<file path="config.mk">
export PLATFORM = sky130hd
export DESIGN_NAME = sha256_byte_stream_hasher_top
export DESIGN_NICKNAME = d
export VERILOG_FILES = /design/src/rtl/core/shabs_pkg.sv /design/src/rtl/core/sha256_byte_stream_hasher_top.sv
export SDC_FILE = /design/constraint.sdc
export NUM_CORES = 2
export LEC_CHECK = 0
export ABC_AREA = 1
export BUFFER_PORTS_ARGS = -buffer_cell sky130_fd_sc_hd__clkbuf_2
export CAP_MARGIN = 25
export CORE_MARGIN = 1
export CORE_UTILIZATION = 40
export CTS_CLUSTER_SIZE = 28
export DETAILED_ROUTE_END_ITERATION = 10
export GPL_TIMING_DRIVEN = 1
export PLACE_DENSITY = 0.64
export SYNTH_ARGS = -nofsm -noshare
export SYNTH_HDL_FRONTEND = slang
export SYNTH_SLANG_ARGS = --single-unit
</file>
<file path="constraint.sdc">
create_clock -name clk -period 28.5 [get_ports clk]
set_input_delay 1.425 -clock clk [delete_from_list [all_inputs] [get_ports clk]]
set_output_delay 1.425 -clock clk [all_outputs]
set_load 0.05 [all_outputs]
</file>
<file path="src/rtl/core/shabs_pkg.sv">
// Constants and round functions for the SHA-256 byte stream hasher.
package shabs_pkg;

  localparam int unsigned BLOCK_BYTES = 64;
  localparam int unsigned LEN_POS     = 56;
  localparam int unsigned ROUNDS      = 64;
  localparam int unsigned HASH_WORDS  = 8;

  localparam logic [7:0] PAD_BYTE = 8'h80;

  typedef logic [31:0] word_t;

  localparam word_t ROUND_K [ROUNDS] = '{
    32'h428a2f98, 32'h71374491, 32'hb5c0fbcf, 32'he9b5dba5,
    32'h3956c25b, 32'h59f111f1, 32'h923f82a4, 32'hab1c5ed5,
    32'hd807aa98, 32'h12835b01, 32'h243185be, 32'h550c7dc3,
    32'h72be5d74, 32'h80deb1fe, 32'h9bdc06a7, 32'hc19bf174,
    32'he49b69c1, 32'hefbe4786, 32'h0fc19dc6, 32'h240ca1cc,
    32'h2de92c6f, 32'h4a7484aa, 32'h5cb0a9dc, 32'h76f988da,
    32'h983e5152, 32'ha831c66d, 32'hb00327c8, 32'hbf597fc7,
    32'hc6e00bf3, 32'hd5a79147, 32'h06ca6351, 32'h14292967,
    32'h27b70a85, 32'h2e1b2138, 32'h4d2c6dfc, 32'h53380d13,
    32'h650a7354, 32'h766a0abb, 32'h81c2c92e, 32'h92722c85,
    32'ha2bfe8a1, 32'ha81a664b, 32'hc24b8b70, 32'hc76c51a3,
    32'hd192e819, 32'hd6990624, 32'hf40e3585, 32'h106aa070,
    32'h19a4c116, 32'h1e376c08, 32'h2748774c, 32'h34b0bcb5,
    32'h391c0cb3, 32'h4ed8aa4a, 32'h5b9cca4f, 32'h682e6ff3,
    32'h748f82ee, 32'h78a5636f, 32'h84c87814, 32'h8cc70208,
    32'h90befffa, 32'ha4506ceb, 32'hbef9a3f7, 32'hc67178f2
  };

  localparam word_t INITIAL_H [HASH_WORDS] = '{
    32'h6a09e667, 32'hbb67ae85, 32'h3c6ef372, 32'ha54ff53a,
    32'h510e527f, 32'h9b05688c, 32'h1f83d9ab, 32'h5be0cd19
  };

  function automatic word_t big_sigma0(word_t x);
    return {x[1:0], x[31:2]} ^ {x[12:0], x[31:13]} ^ {x[21:0], x[31:22]};
  endfunction

  function automatic word_t big_sigma1(word_t x);
    return {x[5:0], x[31:6]} ^ {x[10:0], x[31:11]} ^ {x[24:0], x[31:25]};
  endfunction

  function automatic word_t small_sigma0(word_t x);
    return {x[6:0], x[31:7]} ^ {x[17:0], x[31:18]} ^ {3'b000, x[31:3]};
  endfunction

  function automatic word_t small_sigma1(word_t x);
    return {x[16:0], x[31:17]} ^ {x[18:0], x[31:19]} ^ {10'b0, x[31:10]};
  endfunction

  function automatic word_t choose(word_t e, word_t f, word_t g);
    return (e & f) ^ (~e & g);
  endfunction

  function automatic word_t majority(word_t a, word_t b, word_t c);
    return (a & b) ^ (a & c) ^ (b & c);
  endfunction

endpackage

</file>
<file path="src/rtl/core/sha256_byte_stream_hasher_top.sv">
// SHA-256 hasher over a byte stream: byte collection, padding, round sequencer, digest out.
//
// Usage
//   Input channel (in_valid/in_ready): each item may carry one message byte
//   (in_byte_present) and may close the message (in_message_end). A byte and
//   an end on the same item append the byte first.
//   Output channel (out_valid/out_ready): after each message end, eight items
//   carry the digest words, word 0 first, out_final_word set on word 7.
// Timing
//   Bytes are taken one per cycle while in_ready is high. The 64th byte of a
//   block starts one compression: a load step, 64 rounds on the single shared
//   round datapath and a fold into the running hash, all with in_ready low.
//   At message end the pad bytes are shifted in one per cycle (up to 64 per
//   block), then one or two compressions run, then the eight words are offered.
//   in_ready is low from message end until word 7 has been taken.
// Reset and stall
//   rst_n is synchronous, active low: hash words back to the initial values,
//   byte count and length cleared. A stalled receiver simply holds the
//   current digest word; nothing is lost. After word 7 the block returns to
//   the initial values and accepts the next message.
module sha256_byte_stream_hasher_top (
  input  logic        clk,
  input  logic        rst_n,
  input  logic        in_valid,
  output logic        in_ready,
  input  logic [7:0]  in_data_byte,
  input  logic        in_byte_present,
  input  logic        in_message_end,
  output logic        out_valid,
  input  logic        out_ready,
  output logic [31:0] out_digest_word,
  output logic [2:0]  out_word_index,
  output logic        out_final_word
);
  import shabs_pkg::*;

  localparam logic [2:0] S_IDLE  = 3'd0;
  localparam logic [2:0] S_PAD   = 3'd1;
  localparam logic [2:0] S_PREP  = 3'd2;
  localparam logic [2:0] S_ROUND = 3'd3;
  localparam logic [2:0] S_ADD   = 3'd4;
  localparam logic [2:0] S_OUT   = 3'd5;

  logic [2:0]   state_r, state_nxt;
  logic [5:0]   fill_r, fill_nxt;       // bytes in the current block
  logic [60:0]  len_r, len_nxt;         // message length in bytes, wraps
  logic         end_r, end_nxt;         // message end seen, padding owed
  logic         pad80_r, pad80_nxt;     // 0x80 already shifted in
  logic         len_here_r, len_here_nxt; // length goes into this block
  logic [5:0]   rnd_r, rnd_nxt;
  logic [2:0]   oidx_r, oidx_nxt;
  word_t        hash_r [HASH_WORDS];
  word_t        hash_nxt [HASH_WORDS];
  word_t        v_r [HASH_WORDS];
  word_t        v_nxt [HASH_WORDS];
  word_t        kw_r, kw_nxt;           // K[t] + W[t] for the coming round
  logic [511:0] blk_r, blk_nxt;         // byte shift line, reused as W window

  word_t        t1, t2, w_new;
  logic [7:0]   pad_byte;
  logic [63:0]  bit_len;
  logic [5:0]   rnd_inc;

  // W window taps: word j of the block sits at bits 511-32j.
  assign w_new = small_sigma1(blk_r[511-32*14 -: 32]) + blk_r[511-32*9 -: 32]
               + small_sigma0(blk_r[511-32*1 -: 32]) + blk_r[511 -: 32];

  assign t1 = v_r[7] + big_sigma1(v_r[4]) + choose(v_r[4], v_r[5], v_r[6]) + kw_r;
  assign t2 = big_sigma0(v_r[0]) + majority(v_r[0], v_r[1], v_r[2]);

  assign rnd_inc = rnd_r + 6'd1;
  assign bit_len = {len_r, 3'b000};

  // Byte fed in during padding: marker, zero fill, then big-endian length.
  always_comb begin
    if (!pad80_r) begin
      pad_byte = PAD_BYTE;
    end else if (len_here_r && (fill_r >= 6'(LEN_POS))) begin
      pad_byte = bit_len[63 - 8*fill_r[2:0] -: 8];
    end else begin
      pad_byte = 8'h00;
    end
  end

  assign in_ready        = (state_r == S_IDLE);
  assign out_valid       = (state_r == S_OUT);
  assign out_digest_word = hash_r[oidx_r];
  assign out_word_index  = oidx_r;
  assign out_final_word  = (oidx_r == 3'd7);

  always_comb begin
    state_nxt    = state_r;
    fill_nxt     = fill_r;
    len_nxt      = len_r;
    end_nxt      = end_r;
    pad80_nxt    = pad80_r;
    len_here_nxt = len_here_r;
    rnd_nxt      = rnd_r;
    oidx_nxt     = oidx_r;
    hash_nxt     = hash_r;
    v_nxt        = v_r;
    kw_nxt       = kw_r;
    blk_nxt      = blk_r;

    unique case (state_r)
      S_IDLE: begin
        if (in_valid) begin
          end_nxt = in_message_end;
          if (in_byte_present) begin
            blk_nxt  = {blk_r[503:0], in_data_byte};
            fill_nxt = fill_r + 6'd1;
            len_nxt  = len_r + 61'd1;
          end
          if (in_byte_present && (fill_r == 6'd63)) begin
            state_nxt = S_PREP;
          end else if (in_message_end) begin
            state_nxt = S_PAD;
          end
        end
      end
      S_PAD: begin
        blk_nxt  = {blk_r[503:0], pad_byte};
        fill_nxt = fill_r + 6'd1;
        if (!pad80_r) begin
          pad80_nxt    = 1'b1;
          len_here_nxt = (fill_r < 6'(LEN_POS));
        end
        if (fill_r == 6'd63) begin
          state_nxt = S_PREP;
        end
      end
      S_PREP: begin
        for (int i = 0; i < HASH_WORDS; i++) begin
          v_nxt[i] = hash_r[i];
        end
        kw_nxt    = ROUND_K[0] + blk_r[511 -: 32];
        rnd_nxt   = 6'd0;
        state_nxt = S_ROUND;
      end
      S_ROUND: begin
        v_nxt[7] = v_r[6];
        v_nxt[6] = v_r[5];
        v_nxt[5] = v_r[4];
        v_nxt[4] = v_r[3] + t1;
        v_nxt[3] = v_r[2];
        v_nxt[2] = v_r[1];
        v_nxt[1] = v_r[0];
        v_nxt[0] = t1 + t2;
        blk_nxt  = {blk_r[479:0], w_new};
        kw_nxt   = ROUND_K[rnd_inc] + blk_r[511-32 -: 32];
        rnd_nxt  = rnd_inc;
        if (rnd_r == 6'd63) begin
          state_nxt = S_ADD;
        end
      end
      S_ADD: begin
        for (int i = 0; i < HASH_WORDS; i++) begin
          hash_nxt[i] = hash_r[i] + v_r[i];
        end
        if (!end_r) begin
          state_nxt = S_IDLE;
        end else if (pad80_r && len_here_r) begin
          state_nxt = S_OUT;
          oidx_nxt  = 3'd0;
        end else begin
          // marker not yet sent, or landed too late for the length: one more block
          if (pad80_r) begin
            len_here_nxt = 1'b1;
          end
          state_nxt = S_PAD;
        end
      end
      S_OUT: begin
        if (out_ready) begin
          oidx_nxt = oidx_r + 3'd1;
          if (oidx_r == 3'd7) begin
            hash_nxt     = INITIAL_H;
            len_nxt      = '0;
            fill_nxt     = '0;
            end_nxt      = 1'b0;
            pad80_nxt    = 1'b0;
            len_here_nxt = 1'b0;
            state_nxt    = S_IDLE;
          end
        end
      end
      default: begin
        state_nxt = S_IDLE;
      end
    endcase
  end

  always_ff @(posedge clk) begin
    if (!rst_n) begin
      state_r    <= S_IDLE;
      fill_r     <= '0;
      len_r      <= '0;
      end_r      <= 1'b0;
      pad80_r    <= 1'b0;
      len_here_r <= 1'b0;
      rnd_r      <= '0;
      oidx_r     <= '0;
      hash_r     <= INITIAL_H;
    end else begin
      state_r    <= state_nxt;
      fill_r     <= fill_nxt;
      len_r      <= len_nxt;
      end_r      <= end_nxt;
      pad80_r    <= pad80_nxt;
      len_here_r <= len_here_nxt;
      rnd_r      <= rnd_nxt;
      oidx_r     <= oidx_nxt;
      hash_r     <= hash_nxt;
    end
  end

  always_ff @(posedge clk) begin
    v_r   <= v_nxt;
    kw_r  <= kw_nxt;
    blk_r <= blk_nxt;
  end

  // Checks
  a_no_overlap: assert property (@(posedge clk) disable iff (!rst_n)
    !(in_ready && out_valid))
    else $error("input and output channels open together");

  a_back_to_idle: assert property (@(posedge clk) disable iff (!rst_n)
    out_valid && out_ready && out_final_word |=> in_ready)
    else $error("not idle after last digest word");

  a_word_order: assert property (@(posedge clk) disable iff (!rst_n)
    out_valid && out_ready && !out_final_word |=>
      out_valid && (out_word_index == $past(out_word_index) + 3'd1))
    else $error("digest words out of order");

  a_full_rounds: assert property (@(posedge clk) disable iff (!rst_n)
    (state_r == S_ADD) |-> ($past(state_r) == S_ROUND) && ($past(rnd_r) == 6'd63))
    else $error("compression folded before round 63");

endmodule

</file>
==> results.sh <==
export IMPL_worst_setup_path_start_kind="register"
export IMPL_grt_pass1_vias=77600
export IMPL_finalSetupViolations=0
export IMPL_num_io_pins=52
export IMPL_skew_ps=65.4
export IMPL_grt_use_total=0.338
export IMPL_critPathRequiredTime_ps=29070
export IMPL_hold_viol_final=0
export IMPL_synth_seq_area_share=0.362
export IMPL_r2r_slack_ps=21640
export IMPL_place_area_sq_um=87600
export IMPL_dp_slack_ps=21760
export IMPL_r2r_start="v_r[124]"
export IMPL_whs_ps=485
export IMPL_synth_seq_cells=1138
export IMPL_drc=0
export IMPL_post_cts_resize_count=0
export IMPL_antenna_left=0
export IMPL_htree_levels=4
export IMPL_crit_arrival_ps=7430
export IMPL_slew_violations=0
export IMPL_numPortBuffers=51
export IMPL_syn_cell_area_sq_um=85000
export IMPL_clk_pin_slew_worst_paths_ps=60
export IMPL_worst_path_max_fanout=6
export IMPL_use_met3=0.0720
export IMPL_clock_sinks=1138
export IMPL_max_cap_viol_count=0
export IMPL_post_cts_buffers=0
export IMPL_end_kind="register"
export IMPL_clock_root_buffer="clkbuf_16"
export IMPL_critPathLaunch="v_r[124]"
export IMPL_design_area_sq_um=92600
export IMPL_coreArea_sq_um=210000
export IMPL_grtUsageMet1=0.472
export IMPL_synth_cell_types=62
export IMPL_die_area_sq_um=214000
export IMPL_wl_per_cell_um=26.2
export IMPL_netlist_instances=11600
export IMPL_powerDensity_nw_per_um2=66.8
export IMPL_drtIter0Drc=10800
export IMPL_instances_no_fill=14300
export IMPL_ys_warn_count=0
export IMPL_hold_buffers=0
export IMPL_period_share=0.241
export IMPL_vias=83500
export IMPL_crit_end="v_r[251]"
export IMPL_die_w_um=463
export IMPL_nNetsFinal=12000
export IMPL_die_y_um=463
export IMPL_top_usage_layer="met2"
export IMPL_firstDrtPassIters=8
export IMPL_worstSkewPairLatency_ps=860
export IMPL_via_per_inst=5.85
export IMPL_path_class="register to register"
export IMPL_syn_nets=12200
export IMPL_worst_slack_ps=21640
export IMPL_grt_remaining_overflow=0
export IMPL_wl_um=374000
export IMPL_cts_tree="done"
export IMPL_rr_worst_depth=22
export IMPL_finish_utilization=0.440
export IMPL_maxSlewHeadroom=0.152
export IMPL_grtUsageMet2=0.494
export IMPL_finalPower_mw=6.19
export IMPL_worstHoldPathCells=2
export IMPL_ir_worst_vdd_v=0.0000703
export IMPL_place_congestion=1.03
export IMPL_hold_class="register to register"
export IMPL_r2r_end="v_r[251]"
export IMPL_leakagePower_nw=38.2
export IMPL_synth_edff_count=800
export IMPL_tns_ps=0
export IMPL_worst_pin_slew_ps=1270
export IMPL_syn2layout_area_growth_pct=8.94
export IMPL_grt_max_degree=303
export IMPL_hpwl_um=290000
export IMPL_clock_fmax_ghz=0.146
export IMPL_rows=168
export IMPL_clk_path_buf_depth=3
export IMPL_cts_buffers=141
export IMPL_syn_avg_cell_area_sq_um=7.36
export IMPL_numPlacedInstances=14000
export IMPL_finalCriticalPeriod_ps=6860
export IMPL_start_util=0.404
export IMPL_synth_async_reset_ratio=0
export IMPL_rsz0062_at_grt="false"
export IMPL_synth_ff_type="edfxtp_1"
export IMPL_drive_gt1_frac=0.0396
export IMPL_status="complete, no violations"
export IMPL_antenna_found_initial=29
export IMPL_grt_pass1_wl_um=537000
cells in the mapped netlist, types with 19 or more instances:
| master | instances | area share |
|---|---|---|
| a21boi_0 | 39 | 0.0034 |
| a21o_1 | 60 | 0.0053 |
| a21oi_1 | 974 | 0.057 |
| a31oi_1 | 71 | 0.0052 |
| buf_1 | 19 | 0.00084 |
| buf_2 | 131 | 0.0077 |
| clkbuf_1 | 333 | 0.015 |
| dfxtp_1 | 338 | 0.080 |
| edfxtp_1 | 800 | 0.28 |
| fa_1 | 166 | 0.039 |
| ha_1 | 429 | 0.063 |
| inv_1 | 1444 | 0.064 |
| maj3_1 | 23 | 0.0027 |
| mux2i_1 | 23 | 0.0027 |
| nand2_1 | 2883 | 0.13 |
| nand3_1 | 587 | 0.035 |
| nand3b_1 | 41 | 0.0036 |
| nand4_1 | 155 | 0.011 |
| nor2_1 | 753 | 0.033 |
| nor3_1 | 109 | 0.0064 |
| nor4_1 | 22 | 0.0016 |
| o211ai_1 | 86 | 0.0076 |
| o21a_1 | 48 | 0.0042 |
| o21ai_0 | 1389 | 0.082 |
| o21ai_1 | 24 | 0.0014 |
| o21bai_1 | 72 | 0.0064 |
| or2_2 | 41 | 0.0030 |
| xnor2_1 | 167 | 0.017 |
| xor2_1 | 170 | 0.018 |
critical path, cell delays in order, from the launching register on:
cell	delay [ps]
edfxtp_1	580
xnor2_1	270
xor2_1	300
fa_1	490
fa_1	500
inv_1	40
ha_1	340
a21oi_1	180
nand2_1	140
nand2_1	100
nand3_1	110
a21oi_1	380
o21ai_0	240
xor2_1	560
fa_1	520
ha_1	400
a21oi_1	210
a21boi_0	450
o21ai_0	190
a21boi_0	300
nand3b_1	110
nand3_1	100
nand2_1	60
power breakdown:
group / internal, mW / switching, mW
logic: 0.666 / 1.58
registers: 1.91 / 0.107
clock network: 1.11 / 0.808
flip-flops by register name, summed over array words and instances (netlist names):
name and count:
rnd_r 6, len_r 61, hash_r 256, blk_r 512
fill_r 6, state_r 3, len_here_r 1, v_r 256
end_r 1, kw_r 32, pad80_r 1, out_word_index 3
worst min path at each step:
stage	from	to	slack, ps
floorplan	len_r[57]	len_r[57]	450
global placement	fill_r[3]	fill_r[3]	470
detailed placement	hash_r[128]	hash_r[128]	480
CTS	hash_r[128]	hash_r[128]	490
global route	hash_r[130]	hash_r[130]	500
finish	hash_r[1]	hash_r[1]	490
placed cells by master, fill, tap and decap left out, types with 72 or more instances in the layout:
cell type     n
a21oi_1     974
buf_4        73
clkbuf_16   143
dfxtp_1     336
edfxtp_1    800
fa_1        166
ha_1        429
inv_1      1439
nand2_1    2880
nand3_1     587
nand4_1     155
nor2_1      753
nor3_1      109
o211ai_1     86
o21ai_0    1388
o21bai_1     72
xnor2_1     167
xor2_1      169
logic make-up (layout without fill, tap and decap cells):
kind of cell             Yosys count  count (layout)  share of synthesized area
buffers and inverters           1948            1854                     0.0883
multiplexers                      30              30                    0.00364
XOR/XNOR                         337             337                     0.0347
adder cells (fa/ha/maj)          618             618                      0.105
other                              0              12                          0
flip-flops                      1138            1138                      0.362
AND/OR/NAND/NOR                 4637            4637                      0.226
AO/OA/AOI/OAI                   2846            2846                      0.181
routing by layer:
metal	vias to the layer above	routed length [um]
met5	-	138
met4	20	19500
met3	785	38800
met2	4404	157000
met1	40000	159000
li1	38300	-
cell type report:
class / instances / area, sq um
fillers: 21500 / 118000
clock buffers: 178 / 3790
multi-input cells: 8468 / 46800
flip-flops and latches: 1138 / 30800
repair buffers: 139 / 1090
diodes: 12 / 30.0
inverters: 1459 / 5510
well taps: 2805 / 3510
clock inverters: 78 / 1090
No activity file was read; power rests on OpenSTA's default activity.
